## src/rtl/kvt_pkg.sv

```systemverilog
`timescale 1ns / 1ps
`default_nettype none

package kvt_pkg;

    localparam int DEF_CAPACITY   = 256;
    localparam int DEF_KEY_BITS   = 32;
    localparam int DEF_VALUE_BITS = 64;

    typedef enum logic [2:0] {
        OP_INSERT           = 3'd0,
        OP_UPDATE           = 3'd1,
        OP_INSERT_OR_UPDATE = 3'd2,
        OP_ERASE            = 3'd3,
        OP_CONTAINS         = 3'd4,
        OP_GET_BY_KEY       = 3'd5,
        OP_GET_BY_INDEX     = 3'd6,
        OP_SIZE             = 3'd7
    } op_t;

    typedef struct packed {
        logic live;
        logic hit;
        logic app;
    } scan_flags_t;

endpackage

`default_nettype wire

```

## src/rtl/kvt_cell.sv

```systemverilog
`timescale 1ns / 1ps
`default_nettype none

module kvt_cell #(
    parameter int IDX = 0,
    parameter int KB  = 32,
    parameter int VB  = 64,
    parameter int CB  = 9
) (
    input  wire                  clk,
    input  wire                  rst_n,
    input  kvt_pkg::op_t         act,
    input  wire [KB-1:0]         req_key,
    input  wire [VB-1:0]         req_value,
    input  wire [CB-1:0]         req_pos,
    input  wire [CB-1:0]         req_cnt,
    input  kvt_pkg::scan_flags_t flg_in,
    input  wire [KB-1:0]         fk_in,
    input  wire [VB-1:0]         fv_in,
    input  wire [KB-1:0]         nxt_key,
    input  wire [VB-1:0]         nxt_value,
    output logic [KB-1:0]        own_key,
    output logic [VB-1:0]        own_value,
    output kvt_pkg::scan_flags_t flg_out,
    output logic [KB-1:0]        fk_out,
    output logic [VB-1:0]        fv_out
);
    import kvt_pkg::*;

    localparam logic [CB-1:0] MY_POS = CB'(IDX);

    scan_flags_t   flg_reg;
    logic [KB-1:0] fk_reg;
    logic [VB-1:0] fv_reg;
    logic [KB-1:0] key_reg;
    logic [KB-1:0] key_next;
    logic [VB-1:0] value_reg;
    logic [VB-1:0] value_next;

    logic occ;
    logic key_hit;
    logic pos_hit;
    logic sel_hit;
    logic tail;
    logic shift;
    logic upd;
    logic is_get;

    always_comb
    begin
        occ     = (MY_POS < req_cnt);
        key_hit = flg_reg.live && occ && (key_reg == req_key) && !flg_reg.hit;
        pos_hit = flg_reg.live && occ && (MY_POS == req_pos);
        sel_hit = (act == OP_GET_BY_INDEX) ? pos_hit : key_hit;
        is_get  = (act == OP_GET_BY_KEY) || (act == OP_GET_BY_INDEX);
        tail    = flg_reg.live && (MY_POS == req_cnt) && !flg_reg.hit
                  && ((act == OP_INSERT) || (act == OP_INSERT_OR_UPDATE));
        shift   = flg_reg.live && occ && (act == OP_ERASE) && (flg_reg.hit || key_hit);
        upd     = key_hit && ((act == OP_UPDATE) || (act == OP_INSERT_OR_UPDATE));

        flg_out.live = flg_reg.live;
        flg_out.hit  = flg_reg.hit || sel_hit;
        flg_out.app  = flg_reg.app || tail;
        fk_out = (pos_hit && (act == OP_GET_BY_INDEX)) ? key_reg : fk_reg;
        fv_out = (sel_hit && is_get) ? value_reg : fv_reg;

        key_next   = key_reg;
        value_next = value_reg;
        priority if (tail)
        begin
            key_next   = req_key;
            value_next = req_value;
        end
        else if (shift)
        begin
            key_next   = nxt_key;
            value_next = nxt_value;
        end
        else if (upd)
        begin
            value_next = req_value;
        end
        else
        begin
            key_next   = key_reg;
            value_next = value_reg;
        end
    end

    assign own_key   = key_reg;
    assign own_value = value_reg;

    always_ff @(posedge clk or negedge rst_n)
    begin
        if (!rst_n)
        begin
            flg_reg <= '0;
        end
        else
        begin
            flg_reg <= flg_in;
        end
    end

    always_ff @(posedge clk)
    begin
        fk_reg    <= fk_in;
        fv_reg    <= fv_in;
        key_reg   <= key_next;
        value_reg <= value_next;
    end

endmodule

`default_nettype wire

```

## config.mk

```make
export PLATFORM = sky130hd
export DESIGN_NAME = kvt_cell
export DESIGN_NICKNAME = d
export VERILOG_FILES = /design/src/rtl/kvt_pkg.sv /design/src/rtl/kvt_cell.sv
export SDC_FILE = /design/constraint.sdc
export NUM_CORES = 1
export LEC_CHECK = 0
export BUFFER_PORTS_ARGS = -buffer_cell sky130_fd_sc_hd__buf_4
export CAP_MARGIN = 20
export CORE_AREA = 4 4 198 200
export DETAILED_ROUTE_END_ITERATION = 12
export DIE_AREA = 0 0 202 204
export PLACE_DENSITY = 0.51
export SLEW_MARGIN = 10
export SYNTH_ARGS = -nofsm -noshare
export SYNTH_HDL_FRONTEND = slang
export SYNTH_SLANG_ARGS = --single-unit
```

## constraint.sdc

```tcl
create_clock -name clk -period 8.4 [get_ports clk]
set_input_delay 0 -clock clk [delete_from_list [all_inputs] [get_ports clk]]
set_output_delay 0 -clock clk [all_outputs]
set_load 0.05 [all_outputs]
```

Yosys cells after proc, flatten, opt, wreduce, memory -nomap -nowiden --
Cells that the tools add are included.
Storage, ports and cells: flip-flop bits (word level) 195, bits of input ports 314, output and inout port bits 195, word-level logic and storage cells 46
Operators by class: order comparisons 1, equal/unequal tests 6, multiplexer cells 8, reductions and logical operators 24
Operators by type and width (count):
- 64-bit two-way mux | 4
- 32-bit two-way mux | 3
- 32-bit equality test | 1
- 9-bit zero test | 2
- 1-bit logical AND | 12
- 1-bit by 9-bit < comparator with 1-bit output, first input constant | 1
- 3-bit by 2-bit equality test with 1-bit output, second input constant | 2
- 3-bit equality test, second input constant | 2
- 1-bit logical OR | 6
- 3-bit by 1-bit equality test with 1-bit output, second input constant | 1
- 3-bit zero test | 1
- 3-bit nonzero test | 1
- 2-bit nonzero test | 1
- 1-bit zero test | 1
- 1-bit two-way mux | 1

Longest topological paths before layout --
depth after elaboration 8, mapped depth 8, depth with buffers taken out 5

Worst setup path before layout --
No wires, ideal clock.
path kind reg2reg, start register key_reg[29], in the netlist own_key[29], end register value_reg[0], in the netlist own_value[0] (enable), setup time 574 ps, data arrival time 6313 ps, data required time 7826 ps, slack 1513 ps, cell stages (with the launch flop) 8, path buffers 2, period minus slack after synthesis 6887 ps, path through edfxtp_1 -> xor2_1 -> nor4_1 -> and4_1 -> clkbuf_1 -> buf_2 -> a31oi_1 -> o21ai_0
Between the ends: longest elaborated chain between the ends 6, elaborated cells between the ends (all ways) 7, those cells by class eq/ne: 1; reduce/logical: 6
RTL lines:
- start, declared | RTL line kvt_cell.sv:35 | logic [KB-1:0] key_reg;
- start signal, assigned | RTL line kvt_cell.sv:109 | key_reg <= key_next;
- 32-bit equality test * | RTL line kvt_cell.sv:52 | key_hit = flg_reg.live && occ && (key_reg == req_key) && !flg_reg.hit;
- 1-bit logical AND * (2 in series) | RTL line kvt_cell.sv:52
- 1-bit logical OR | RTL line kvt_cell.sv:58 | shift = flg_reg.live && occ && (act == OP_ERASE) && (flg_reg.hit || key_hit);
- 1-bit logical AND | RTL line kvt_cell.sv:58
- 3-bit nonzero test (no line) *
- end signal, assigned | RTL line kvt_cell.sv:110 | value_reg <= value_next;
- end, declared | RTL line kvt_cell.sv:37 | logic [VB-1:0] value_reg;
Mark *: on every way between the ends. The rest lies on a longest branch, timed or not. A chain may end at the register's enable or synchronous reset.

Worst setup path in the final report --
start register key_reg[22], in the netlist own_key[22], end register value_reg[14], in the netlist own_value[14] (data pin)
Between the ends: longest elaborated chain between the ends 7
RTL lines:
- 32-bit equality test | RTL line kvt_cell.sv:52
- 1-bit logical AND (2 in series) | RTL line kvt_cell.sv:52
- 1-bit logical OR | RTL line kvt_cell.sv:58
- 1-bit logical AND | RTL line kvt_cell.sv:58
- 64-bit two-way mux | RTL line kvt_cell.sv:74 | else if (shift)
- 64-bit two-way mux | RTL line kvt_cell.sv:69 | priority if (tail)
- via value_next[14] | RTL line kvt_cell.sv:38 | logic [VB-1:0] value_next;
The timed path passes the listed nets, and every way through them passes these cells.

==> metrics.txt <==
routed via count=12,600; Crit Path Category=flip-flop to flip-flop; antenna violations before repair=5; final setup fails=0; Port Buffer Count=508; number of hold violations in the final report=0; wire per inst=20.7 microns; Setup crit end kind=flip-flop; final period utilization=0.560; drt total wl=51,000 microns; total die area=41,200 sq um; actual slew at the worst max-slew pin=1.07 ns; Peak VDD IR=0.126 mV; FF+latch count, synth=195; num rows=71; Starting Density=0.290; worst setup path end=own_value[14]; setup slack, reg-to-reg=3.70 ns; status=finished clean; drt drc=0; ANT nets after route=0; later-pin clock latency in the skew report=0.46 ns; worst reg-to-reg path cell count=7; pwr/cell area=135 nW/um^2; drt first pass iters=5; fin. max-slew vios=0; CP arrival=4.89 ns; Hold Crit Class=primary input to flip-flop; syn nets=1,542; hpwl dp=34,400 microns; GRT overflow=0; PostCTS Resize Cnt=0; I/O pins=509; clock slew at reported path FFs=0.08 ns; Ys Warns=0; Synth cell types=39; maximum root-to-sink buffer count=2; synth-to-layout area growth=70.0%; Mapped Area=10,900 sq um; GPL Wtd Cong=0.870; unrepaired setup endpoints after global routing=false; hold_buf cts=293; CTS HTree Levels=4; CTS Root Cell=clkbuf_16; TritonCTS buffer count=17; Critical Path RT=8.59 ns; RR Endpoint=own_value[14]; Nets=2,252; critical path launch point=own_key[22]; Fill cells=3,552; Core Region=37,400 sq um; clk_skew=0.0158 ns; max_cap viols=0; Top FF cell, synth=edfxtp_1; Final TNS setup=0 ns; setup slack after layout=3.70 ns; leading cell types in the layout, fill and taps excluded=521 x buf_4, 293 x dlygate4sd3_1, 288 x nand2_1; commonest non-fill, non-tap cell in the layout=buf_4; Seq/Total Area, Yosys=0.450; vias per inst=5.11; share of layout cells above drive strength 1=0.306; Post-synth EDFFs=96; # clock sinks=195; initial DRC count=944; die height=204 microns; Max Clk Rate=0.213 GHz; Syn Area/Cell=8.84 sq um; CTS tree=done; post-layout min period=4.70 ns; vias in the first global route=12,500; total track usage=0.235; Place WS=4.43 ns; die span in x=202 microns; wire length of the first global-routing pass=76,400 microns; pin count of the biggest net entering global routing=90; CP max FO=89; Rel. slew slack=0.289; Async SR Flop Fraction=0.0154; Cells after Synth=1,228; # Post-CTS Setup Buffers=0; reg-to-reg startpoint=own_key[22]; leakage power=7.78 nW; Worst Hold Slack=0.102 ns; CP Launch Type=flip-flop
-- synth_stat cells (64+ instances only) --
| cell type | n | area, sq um |
|---|---|---|
| o311ai_0 | 64 | 561 |
| o211ai_1 | 64 | 480 |
| nor3_1 | 66 | 330 |
| edfxtp_1 | 96 | 2880 |
| and2_1 | 65 | 407 |
| nand2_1 | 289 | 1080 |
| nand4_1 | 66 | 413 |
| inv_1 | 65 | 244 |
| dfxtp_1 | 96 | 1920 |
| a32oi_1 | 64 | 561 |
| clkbuf_1 | 71 | 267 |
| a21oi_1 | 66 | 330 |
-- per-stage QoR --
step	utilization	cell area (sq um)	power (mW)	std cells
floorplan	-	10900	1.34	1228
global placement	0.399	14900	1.57	2135
detailed placement	0.399	14900	1.58	2136
CTS	0.493	18400	2.51	2461
global route	0.493	18400	2.59	2465
finish	0.493	18400	2.50	2465
-- kinds of logic after synthesis --
group                  after synthesis  share of synthesized area
flip-flops                         195                      0.450
AND/OR/NAND/NOR                    512                      0.223
multiplexers                        32                     0.0425
AO/OA/AOI/OAI                      266                      0.183
XOR/XNOR                            33                     0.0266
buffers and inverters              190                     0.0753
-- layout make-up --
class | count | area (sq um) | share of cell area
Timing Repair Buffer | 816 | 6870 | 0.373
Tap cell | 511 | 639 | 0.0347
Multi-Input combinational cell | 843 | 5240 | 0.284
Clock inverter | 7 | 48.8 | 0.00265
Inverter | 65 | 244 | 0.0132
Clock buffer | 25 | 508 | 0.0275
Sequential cell | 195 | 4880 | 0.265
Antenna cell | 3 | 7.51 | 0.000407
-- routing by layer --
layer,track usage,wire length [microns]
met5,0,13
met4,0.0559,913
met3,0.0597,3990
met2,0.396,25100
met1,0.303,21000
-- worst min path at each step --
stage,start,to,slack [ns],cells after the start
5_1_grt,act[0],own_value[61],0.1,3
4_1_cts,act[0],own_value[57],0.07,3
2_1_floorplan,rst_n,flg_out[2],-0.30,0
6_report,act[0],own_value[61],0.10,3
3_3_place_gp,rst_n,flg_reg[1],-0.19,1
3_5_place_dp,rst_n,flg_reg[1],-0.19,1
-- critical path, stage by stage (launching register included) --
cell and delay (ns):
edfxtp_1 0.44, xor2_1 0.17, nor4_1 0.74, nand4_1 0.31
nor2_4 0.87, buf_4 0.91, o311ai_0 0.28, dlygate4sd3_1 0.63
-- power breakdown --
group	leakage, nW	switching, mW	internal [mW]
Combinational	5.78	0.309	0.299
Clock	0.268	0.391	0.424
Sequential	1.73	0.0308	1.04
No activity file was read; power rests on OpenSTA's default activity.
