## config.mk

```make
export PLATFORM = sky130hd
export DESIGN_NAME = kvt_ctrl_flat
export DESIGN_NICKNAME = d
export VERILOG_FILES = /design/src/rtl/kvt_pkg.sv /design/src/rtl/kvt_if.sv /design/src/rtl/kvt_ctrl.sv /design/src/flat_wrapper.sv
export SDC_FILE = /design/constraint.sdc
export NUM_CORES = 1
export LEC_CHECK = 0
export BUFFER_PORTS_ARGS = -buffer_cell sky130_fd_sc_hd__buf_2
export CAP_MARGIN = 20
export CORE_ASPECT_RATIO = 0.75
export CORE_MARGIN = 2
export CORE_UTILIZATION = 35
export CTS_CLUSTER_SIZE = 25
export DETAILED_ROUTE_END_ITERATION = 8
export GPL_TIMING_DRIVEN = 0
export PLACE_DENSITY = 0.67
export SYNTH_ARGS = -nofsm -noshare
export SYNTH_HDL_FRONTEND = slang
export SYNTH_SLANG_ARGS = --single-unit
```

## constraint.sdc

```tcl
create_clock -name clk -period 6.1 [get_ports clk]
set_input_delay 0.61 -clock clk [delete_from_list [all_inputs] [get_ports clk]]
set_output_delay 0.61 -clock clk [all_outputs]
set_load 0.01 [all_outputs]
```

## src/rtl/kvt_pkg.sv

```systemverilog
`timescale 1ns / 1ps
`default_nettype none

package kvt_pkg;

    localparam int DEF_CAPACITY   = 256;
    localparam int DEF_KEY_BITS   = 32;
    localparam int DEF_VALUE_BITS = 64;

    typedef enum logic [2:0] {
        OP_INSERT           = 3'd0,
        OP_UPDATE           = 3'd1,
        OP_INSERT_OR_UPDATE = 3'd2,
        OP_ERASE            = 3'd3,
        OP_CONTAINS         = 3'd4,
        OP_GET_BY_KEY       = 3'd5,
        OP_GET_BY_INDEX     = 3'd6,
        OP_SIZE             = 3'd7
    } op_t;

    typedef struct packed {
        logic live;
        logic hit;
        logic app;
    } scan_flags_t;

endpackage

`default_nettype wire

```

## src/rtl/kvt_if.sv

```systemverilog
`timescale 1ns / 1ps
`default_nettype none

interface kvt_in_if #(
    parameter int KB = 32,
    parameter int VB = 64,
    parameter int CB = 9
);
    logic          valid;
    logic          ready;
    logic [2:0]    action;
    logic [KB-1:0] key;
    logic [VB-1:0] value;
    logic [CB-1:0] position;

    modport source (output valid, action, key, value, position, input ready);
    modport sink   (input valid, action, key, value, position, output ready);
endinterface

interface kvt_out_if #(
    parameter int KB = 32,
    parameter int VB = 64,
    parameter int CB = 9
);
    logic          valid;
    logic          ready;
    logic          ok;
    logic [KB-1:0] found_key;
    logic [VB-1:0] found_value;
    logic [CB-1:0] entry_count;

    modport source (output valid, ok, found_key, found_value, entry_count, input ready);
    modport sink   (input valid, ok, found_key, found_value, entry_count, output ready);
endinterface

`default_nettype wire

```

## src/rtl/kvt_ctrl.sv

```systemverilog
`timescale 1ns / 1ps
`default_nettype none

module kvt_ctrl #(
    parameter int KB = 32,
    parameter int VB = 64,
    parameter int CB = 9
) (
    input  wire                  clk,
    input  wire                  rst_n,
    kvt_in_if.sink               in_ch,
    kvt_out_if.source            out_ch,
    output kvt_pkg::op_t         act,
    output logic [KB-1:0]        req_key,
    output logic [VB-1:0]        req_value,
    output logic [CB-1:0]        req_pos,
    output logic [CB-1:0]        req_cnt,
    output kvt_pkg::scan_flags_t inj_flg,
    input  kvt_pkg::scan_flags_t exit_flg,
    input  wire [KB-1:0]         exit_fk,
    input  wire [VB-1:0]         exit_fv
);
    import kvt_pkg::*;

    typedef enum logic [2:0] {
        ST_IDLE = 3'b001,
        ST_SCAN = 3'b010,
        ST_WAIT = 3'b100
    } state_t;

    state_t        state_reg;
    state_t        state_next;
    op_t           act_reg;
    logic [KB-1:0] key_reg;
    logic [VB-1:0] value_reg;
    logic [CB-1:0] pos_reg;
    logic [CB-1:0] cnt_reg;
    logic [CB-1:0] cnt_next;
    logic          inj_reg;
    logic          inj_next;
    logic          res_ok_reg;
    logic          res_ok_next;
    logic [KB-1:0] res_fk_reg;
    logic [VB-1:0] res_fv_reg;
    logic          out_valid_reg;
    logic          out_valid_next;
    logic          out_ok_reg;
    logic [KB-1:0] out_fk_reg;
    logic [VB-1:0] out_fv_reg;
    logic [CB-1:0] out_cnt_reg;
    logic          accept;
    logic          load_out;
    logic          scan_done;

    assign in_ch.ready = (state_reg == ST_IDLE);
    assign accept      = in_ch.valid && in_ch.ready;
    assign scan_done   = (state_reg == ST_SCAN) && exit_flg.live;
    assign load_out    = (state_reg == ST_WAIT) && (!out_valid_reg || out_ch.ready);

    assign act       = act_reg;
    assign req_key   = key_reg;
    assign req_value = value_reg;
    assign req_pos   = pos_reg;
    assign req_cnt   = cnt_reg;
    assign inj_flg   = '{live: inj_reg, hit: 1'b0, app: 1'b0};

    assign out_ch.valid       = out_valid_reg;
    assign out_ch.ok          = out_ok_reg;
    assign out_ch.found_key   = out_fk_reg;
    assign out_ch.found_value = out_fv_reg;
    assign out_ch.entry_count = out_cnt_reg;

    always_comb
    begin
        unique case (act_reg)
            OP_INSERT:           res_ok_next = exit_flg.app;
            OP_INSERT_OR_UPDATE: res_ok_next = exit_flg.hit || exit_flg.app;
            OP_SIZE:             res_ok_next = 1'b1;
            default:             res_ok_next = exit_flg.hit;
        endcase

        cnt_next = cnt_reg;
        if (scan_done)
        begin
            priority if (exit_flg.app)
                cnt_next = cnt_reg + CB'(1);
            else if ((act_reg == OP_ERASE) && exit_flg.hit)
                cnt_next = cnt_reg - CB'(1);
            else
                cnt_next = cnt_reg;
        end

        inj_next   = accept;
        state_next = state_reg;
        unique case (state_reg)
            ST_IDLE: if (accept) state_next = ST_SCAN;
            ST_SCAN: if (scan_done) state_next = ST_WAIT;
            ST_WAIT: if (load_out) state_next = ST_IDLE;
            default: state_next = ST_IDLE;
        endcase

        out_valid_next = out_valid_reg;
        priority if (load_out)
            out_valid_next = 1'b1;
        else if (out_ch.ready)
            out_valid_next = 1'b0;
        else
            out_valid_next = out_valid_reg;
    end

    always_ff @(posedge clk or negedge rst_n)
    begin
        if (!rst_n)
        begin
            state_reg     <= ST_IDLE;
            cnt_reg       <= '0;
            inj_reg       <= 1'b0;
            out_valid_reg <= 1'b0;
        end
        else
        begin
            state_reg     <= state_next;
            cnt_reg       <= cnt_next;
            inj_reg       <= inj_next;
            out_valid_reg <= out_valid_next;
        end
    end

    always_ff @(posedge clk)
    begin
        if (accept)
        begin
            act_reg   <= op_t'(in_ch.action);
            key_reg   <= in_ch.key;
            value_reg <= in_ch.value;
            pos_reg   <= in_ch.position;
        end
        if (scan_done)
        begin
            res_ok_reg <= res_ok_next;
            res_fk_reg <= exit_fk;
            res_fv_reg <= exit_fv;
        end
        if (load_out)
        begin
            out_ok_reg  <= res_ok_reg;
            out_fk_reg  <= res_fk_reg;
            out_fv_reg  <= res_fv_reg;
            out_cnt_reg <= cnt_reg;
        end
    end

endmodule

`default_nettype wire

```

## src/flat_wrapper.sv

```systemverilog
// flat-port wrapper written by rule: the top's interface ports become plain ports
module kvt_ctrl_flat import kvt_pkg::*;
#(
    parameter int KB = 32,
    parameter int VB = 64,
    parameter int CB = 9
)
  (clk, rst_n, act, req_key, req_value, req_pos, req_cnt, inj_flg, exit_flg, exit_fk, exit_fv, in_ch_valid, in_ch_action, in_ch_key, in_ch_value, in_ch_position, in_ch_ready, out_ch_valid, out_ch_ok, out_ch_found_key, out_ch_found_value, out_ch_entry_count, out_ch_ready);
  kvt_in_if #(.KB(KB), .VB(VB), .CB(CB)) in_ch_i ();
  kvt_out_if #(.KB(KB), .VB(VB), .CB(CB)) out_ch_i ();
  input  wire clk;
  input  wire rst_n;
  output kvt_pkg::op_t act;
  output logic [KB-1:0] req_key;
  output logic [VB-1:0] req_value;
  output logic [CB-1:0] req_pos;
  output logic [CB-1:0] req_cnt;
  output kvt_pkg::scan_flags_t inj_flg;
  input  kvt_pkg::scan_flags_t exit_flg;
  input  wire [KB-1:0] exit_fk;
  input  wire [VB-1:0] exit_fv;
  input wire logic [$bits(in_ch_i.valid)-1:0] in_ch_valid;
  input wire logic [$bits(in_ch_i.action)-1:0] in_ch_action;
  input wire logic [$bits(in_ch_i.key)-1:0] in_ch_key;
  input wire logic [$bits(in_ch_i.value)-1:0] in_ch_value;
  input wire logic [$bits(in_ch_i.position)-1:0] in_ch_position;
  output wire logic [$bits(in_ch_i.ready)-1:0] in_ch_ready;
  output wire logic [$bits(out_ch_i.valid)-1:0] out_ch_valid;
  output wire logic [$bits(out_ch_i.ok)-1:0] out_ch_ok;
  output wire logic [$bits(out_ch_i.found_key)-1:0] out_ch_found_key;
  output wire logic [$bits(out_ch_i.found_value)-1:0] out_ch_found_value;
  output wire logic [$bits(out_ch_i.entry_count)-1:0] out_ch_entry_count;
  input wire logic [$bits(out_ch_i.ready)-1:0] out_ch_ready;
  assign in_ch_i.valid = in_ch_valid;
  assign in_ch_i.action = in_ch_action;
  assign in_ch_i.key = in_ch_key;
  assign in_ch_i.value = in_ch_value;
  assign in_ch_i.position = in_ch_position;
  assign in_ch_ready = in_ch_i.ready;
  assign out_ch_valid = out_ch_i.valid;
  assign out_ch_ok = out_ch_i.ok;
  assign out_ch_found_key = out_ch_i.found_key;
  assign out_ch_found_value = out_ch_i.found_value;
  assign out_ch_entry_count = out_ch_i.entry_count;
  assign out_ch_i.ready = out_ch_ready;
  kvt_ctrl #(.KB(KB), .VB(VB), .CB(CB)) u_core (.clk(clk), .rst_n(rst_n), .in_ch(in_ch_i), .out_ch(out_ch_i), .act(act), .req_key(req_key), .req_value(req_value), .req_pos(req_pos), .req_cnt(req_cnt), .inj_flg(inj_flg), .exit_flg(exit_flg), .exit_fk(exit_fk), .exit_fv(exit_fv));
endmodule
```

* Yosys cells after proc, flatten, opt, wreduce, memory -nomap -nowiden
Index checks and enable logic that the tools add are counted.
Widths: inputs -> output; s select.
** Storage, ports and cells
- Register bits after elaboration :: 325
- Output and inout bits :: 228
- Logic and storage cells :: 47
** Cells by class
- $add $sub $neg :: 2
- Equal/unequal tests :: 9
- Multiplexer cells :: 9
- Reductions and logical operators :: 12
** Operators by type and width (count)
- $mux 9 :: 2
- $add 9x1->9 const B :: 1
- $eq 3x2->1 const B :: 3
- $mux 3 :: 3
- $pmux 3 s3 :: 1
- $sub 9x1->9 const B :: 1
- $eq 3x3->1 const B :: 2
- $logic_and 1x1->1 :: 4
- $ne 2x1->1 const B :: 2
- $reduce_bool 2->1 :: 2
- $eq 3x1->1 const B :: 1
- $logic_not 3->1 :: 1
- $pmux 1 s3 :: 1
- $reduce_and 3->1 :: 1
- $logic_or 1x1->1 :: 2
- $mux 1 :: 2
- $ne 2x2->1 const B :: 1
- $reduce_and 2->1 :: 1
- $logic_not 1->1 :: 1

* Longest topological paths before layout
- Word-level depth :: 5
- Gate-level depth with buffers :: 7

* Least setup slack after synthesis
No wires, ideal clock.
- Kind :: input port to flip-flop
- Start point :: in out_ch_ready
- End point :: reg u_core.out_cnt_reg[0] (netlist: u_core.out_ch.entry_count[0]) (enable)
- Arrival :: 5.078 ns
- Data required time :: 5.528 ns
- Setup slack :: 0.450 ns
- Cell stages on the path :: 2
- Buffers on the path :: 0
- Cells stage by stage :: nor2b_1 nor2_1
** Between the ends
- Cells in the longest elaborated chain, start to end :: 2
** RTL lines
- start: declaration :: line flat_wrapper.sv:33 : input wire logic [$bits(out_ch_i.ready)-1:0] out_ch_ready;
- $logic_or 1x1->1 :: line kvt_ctrl.sv:58 : assign load_out = (state_reg == ST_WAIT) && (!out_valid_reg || out_ch.ready);
- $logic_and 1x1->1 :: line kvt_ctrl.sv:58
- net u_core.load_out :: line kvt_ctrl.sv:52 : logic load_out;
- end signal: assignment :: line kvt_ctrl.sv:149 : out_cnt_reg <= cnt_reg;
- end: declaration :: line kvt_ctrl.sv:50 : logic [CB-1:0] out_cnt_reg;
The timed path passes the listed nets, and every way through them passes these cells.
A chain may end at the register's enable or synchronous reset.

* Worst setup path after layout
- Start point :: reg u_core.state_reg[1]
- End point :: reg u_core.out_fv_reg[46] (netlist: u_core.out_ch.found_value[46]) (enable)
** Between the ends
- Cells in the longest elaborated chain, start to end :: 2
** RTL lines
- start: declaration :: line kvt_ctrl.sv:31 : state_t state_reg;
- start signal: assignment :: line kvt_ctrl.sv:122 : state_reg <= state_next;
- $eq 3x3->1 :: line kvt_ctrl.sv:58
- $logic_and 1x1->1 :: line kvt_ctrl.sv:58
- net u_core.load_out :: line kvt_ctrl.sv:52
- end signal: assignment :: line kvt_ctrl.sv:148 : out_fv_reg <= res_fv_reg;
- end: declaration :: line kvt_ctrl.sv:49 : logic [VB-1:0] out_fv_reg;
The timed path passes the listed nets, and every way through them passes these cells.

==> impl_metrics.yaml <==
setup_path:
  worstPathMaxFanout: 33
  path_class: "reg2reg"
  crit_required_ns: 6.33
  worstReg2RegEnd: "u_core.out_ch.found_value[46]$_DFFE_PP_"
  r2r_setup_slack_ns: 3.73
  end_kind: "flip-flop"
  worstRegToRegCells: 7
  crit_arrival_ns: 2.60
  r2r_start: "u_core.state_reg[1]$_DFFE_PN0P_"
  start_kind: "flip-flop"
logic_synthesis:
  synthCells: 414
  yosysSeqAreaShare: 0.942
  syn-mean-instance-area_um2: 24.8
  ys.flop_type: "edfxtp_1"
  yosysUniqueCellTypes: 34
  synth_edf_count: 311
  async_flop_share: 0.0431
  synth_area_um2: 10300
  yosys_register_bits: 325
  yosysWarnings: 0
cts:
  cts_sinks: 325
  htree_levels: 1
  cts_buffers: 31
  cts_tree: "yes"
  clk_latency_ns: 0.56
  clk_pin_slew_ns: 0.06
  cts_setup_buffers: 0
  cts_root_buf: "clkbuf_16"
  cts_resized: 0
  cts.path.max_buffers: 3
timing:
  finalHoldViolations: 0
  fin_crit_sh: 0.388
  fmax_ghz: 0.422
  slew_headroom: 0.443
  fin_crit_ns: 2.37
  finalMaxSlewViolations: 0
  tightestPinTransition_ns: 0.835
  fin_skew_ns: 0.0253
  setup_violations: 0
  whs_ns: 0.221
  grt_setup_unrepaired: "no"
floorplanning:
  initial_utilization: 0.355
  pin_count: 439
  dieArea_um2: 30800
  die_x_um: 202
  core_um2: 29000
  rows: 54
  die_y_um: 152
finish:
  nets: 1110
  fin_cells: 1306
  ff_latch_area_um2: 9690
  design_area_um2: 14000
  drive_above_1_share: 0.545
  multi_input_area_um2: 562
  final_common_cell: "buf_2"
  n_fill_cell: 2469
  utilization: 0.484
  syn_to_final_growth_pct: 36.5
  layout_common_cells: "buf_2 (439), edfxtp_1 (311), clkbuf_16 (31)"
placement:
  port_buffers: 436
  place_congestion: 0.843
  place_inst: 1249
  dpl_cell_area_um2: 13100
  dpl.hpwl_mm: 19.8
drt:
  wl_mm: 25.9
  drc: 0
  num_vias: 5617
  drtAntennaViolNets: 0
  drtIter0Drc: 321
  routedWlPerCell_um: 19.9
  viasPerCell: 4.30
  dr.pass1.iters: 4
power_and_ir_drop:
  power.switching_w: 0.00141
  p_per_area_nw_per_um2: 394
  clkPwrFrac: 0.316
  power_frac_comb: 0.154
  power_leakage_nw: 5.55
  irDropWorstVdd_mv: 0.268
  internal-power_w: 0.00412
  switching_share: 0.255
  seqPwrFrac: 0.530
grt:
  first_global_vias: 5630
  grt_overflow: 0
  grt_max_degree: 64
  grtUsageTotal: 0.164
  antenna_found_initial: 5
  grt_pass1_wl_mm: 36.7
worst_hold_path:
  min_delay_path_depth: 1
  hold-path-endpoint: "u_core.req_value[42]$_DFFE_PP_"
  holdCritPathClass: "in2reg"
  min-delay-start: "in_ch_value[42]"
run_status:
  status: "finished, final reports clean"
job:
  maxCapViolCount: 0
==> worst max-delay path by stage <==
stage                                     from                                      end  slack (ns)  cells past startpoint
6_report       u_core.state_reg[1]$_DFFE_PN0P_  u_core.out_ch.found_value[46]$_DFFE_PP_        3.73                      7
3_5_place_dp                       exit_flg[0]            u_core.req_cnt[8]$_DFFE_PN0P_        3.57                      8
4_1_cts        u_core.state_reg[1]$_DFFE_PN0P_  u_core.out_ch.found_value[46]$_DFFE_PP_        3.68                      7
3_3_place_gp                      out_ch_ready  u_core.out_ch.found_value[10]$_DFFE_PP_       -1.95                      3
5_1_grt        u_core.state_reg[0]$_DFFE_PN1P_           u_core.req_value[11]$_DFFE_PP_        3.53                      4
2_1_floorplan                     out_ch_ready   u_core.out_ch.entry_count[0]$_DFFE_PP_        0.45                      2
==> critical path, stage by stage (launching register included) <==
cell and delay (ns):
dfrtp_1 0.35, buf_2 0.16, nor2_1 0.11, nand2_1 0.11
nor2_4 0.56, buf_12 0.27, buf_12 0.22, buf_12 0.23
==> cell families after synthesis <==
logic type               Yosys count  share of synthesized area
flip-flops                       325                      0.942
AND/OR/NAND/NOR                   33                     0.0167
AO/OA/AOI/OAI                     29                     0.0176
buffers and inverters              9                    0.00474
adder cells (fa/ha/maj)            8                     0.0105
XOR/XNOR                           8                    0.00681
other                              1                   0.000365
multiplexers                       1                   0.000973
==> synth_stat cells (3+ instances only) <==
| library cell | number | share of area |
|---|---|---|
| a21o_1 | 3 | 0.0022 |
| a21oi_1 | 5 | 0.0024 |
| buf_2 | 3 | 0.0015 |
| buf_4 | 3 | 0.0022 |
| dfrtp_1 | 13 | 0.032 |
| edfxtp_1 | 311 | 0.91 |
| ha_1 | 7 | 0.0085 |
| inv_1 | 3 | 0.0011 |
| nand2_1 | 11 | 0.0040 |
| nand2b_1 | 3 | 0.0018 |
| nor2_1 | 9 | 0.0033 |
| o21ai_0 | 13 | 0.0063 |
| xor2_1 | 6 | 0.0051 |
==> power by group through the flow <==
stage	Combinational [W]	Clock [W]	Sequential (W)
final	0.000854	0.00175	0.00293
after detailed placement	0.000868	0	0.00298
after global routing	0.000926	0.00190	0.00296
after global placement	0.000819	0	0.00303
after CTS	0.000871	0.00181	0.00294
after floorplan	0.000305	0	0.00311
==> timing repair <==
action                     in CTS  in global routing
hold buffers                    1                  0
hold endpoints to repair       13                  0
setup endpoints to repair       0                  0
==> layout make-up <==
type | count | area share
flip-flops and latches | 325 | 0.691
plain buffers | 6 | 0.00267
inverters | 3 | 0.000802
clock buffers | 36 | 0.0566
multi-input cells | 81 | 0.0400
clock inverters | 18 | 0.00865
well taps | 392 | 0.0350
repair buffers | 443 | 0.165
diodes | 2 | 0.000357
==> per-layer routing <==
layer / track usage / up-vias / wire (um)
met3: 0.0620 / 45 / 2530
li1: - / 2601 / -
met1: 0.179 / 2688 / 9150
met2: 0.295 / 281 / 13400
met4: 0.0550 / 2 / 805
met5: 0 / - / 15
==> through the flow <==
stage	setup TNS (ns)	power [W]	setup slack (ns)
floorplan	0	0.00342	0.450
global placement	-205.86	0.00385	-1.95
detailed placement	0	0.00385	3.57
CTS	0	0.00562	3.68
global route	0	0.00578	3.53
finish	0	0.00553	3.73
(Power assumes the default switching activity.)
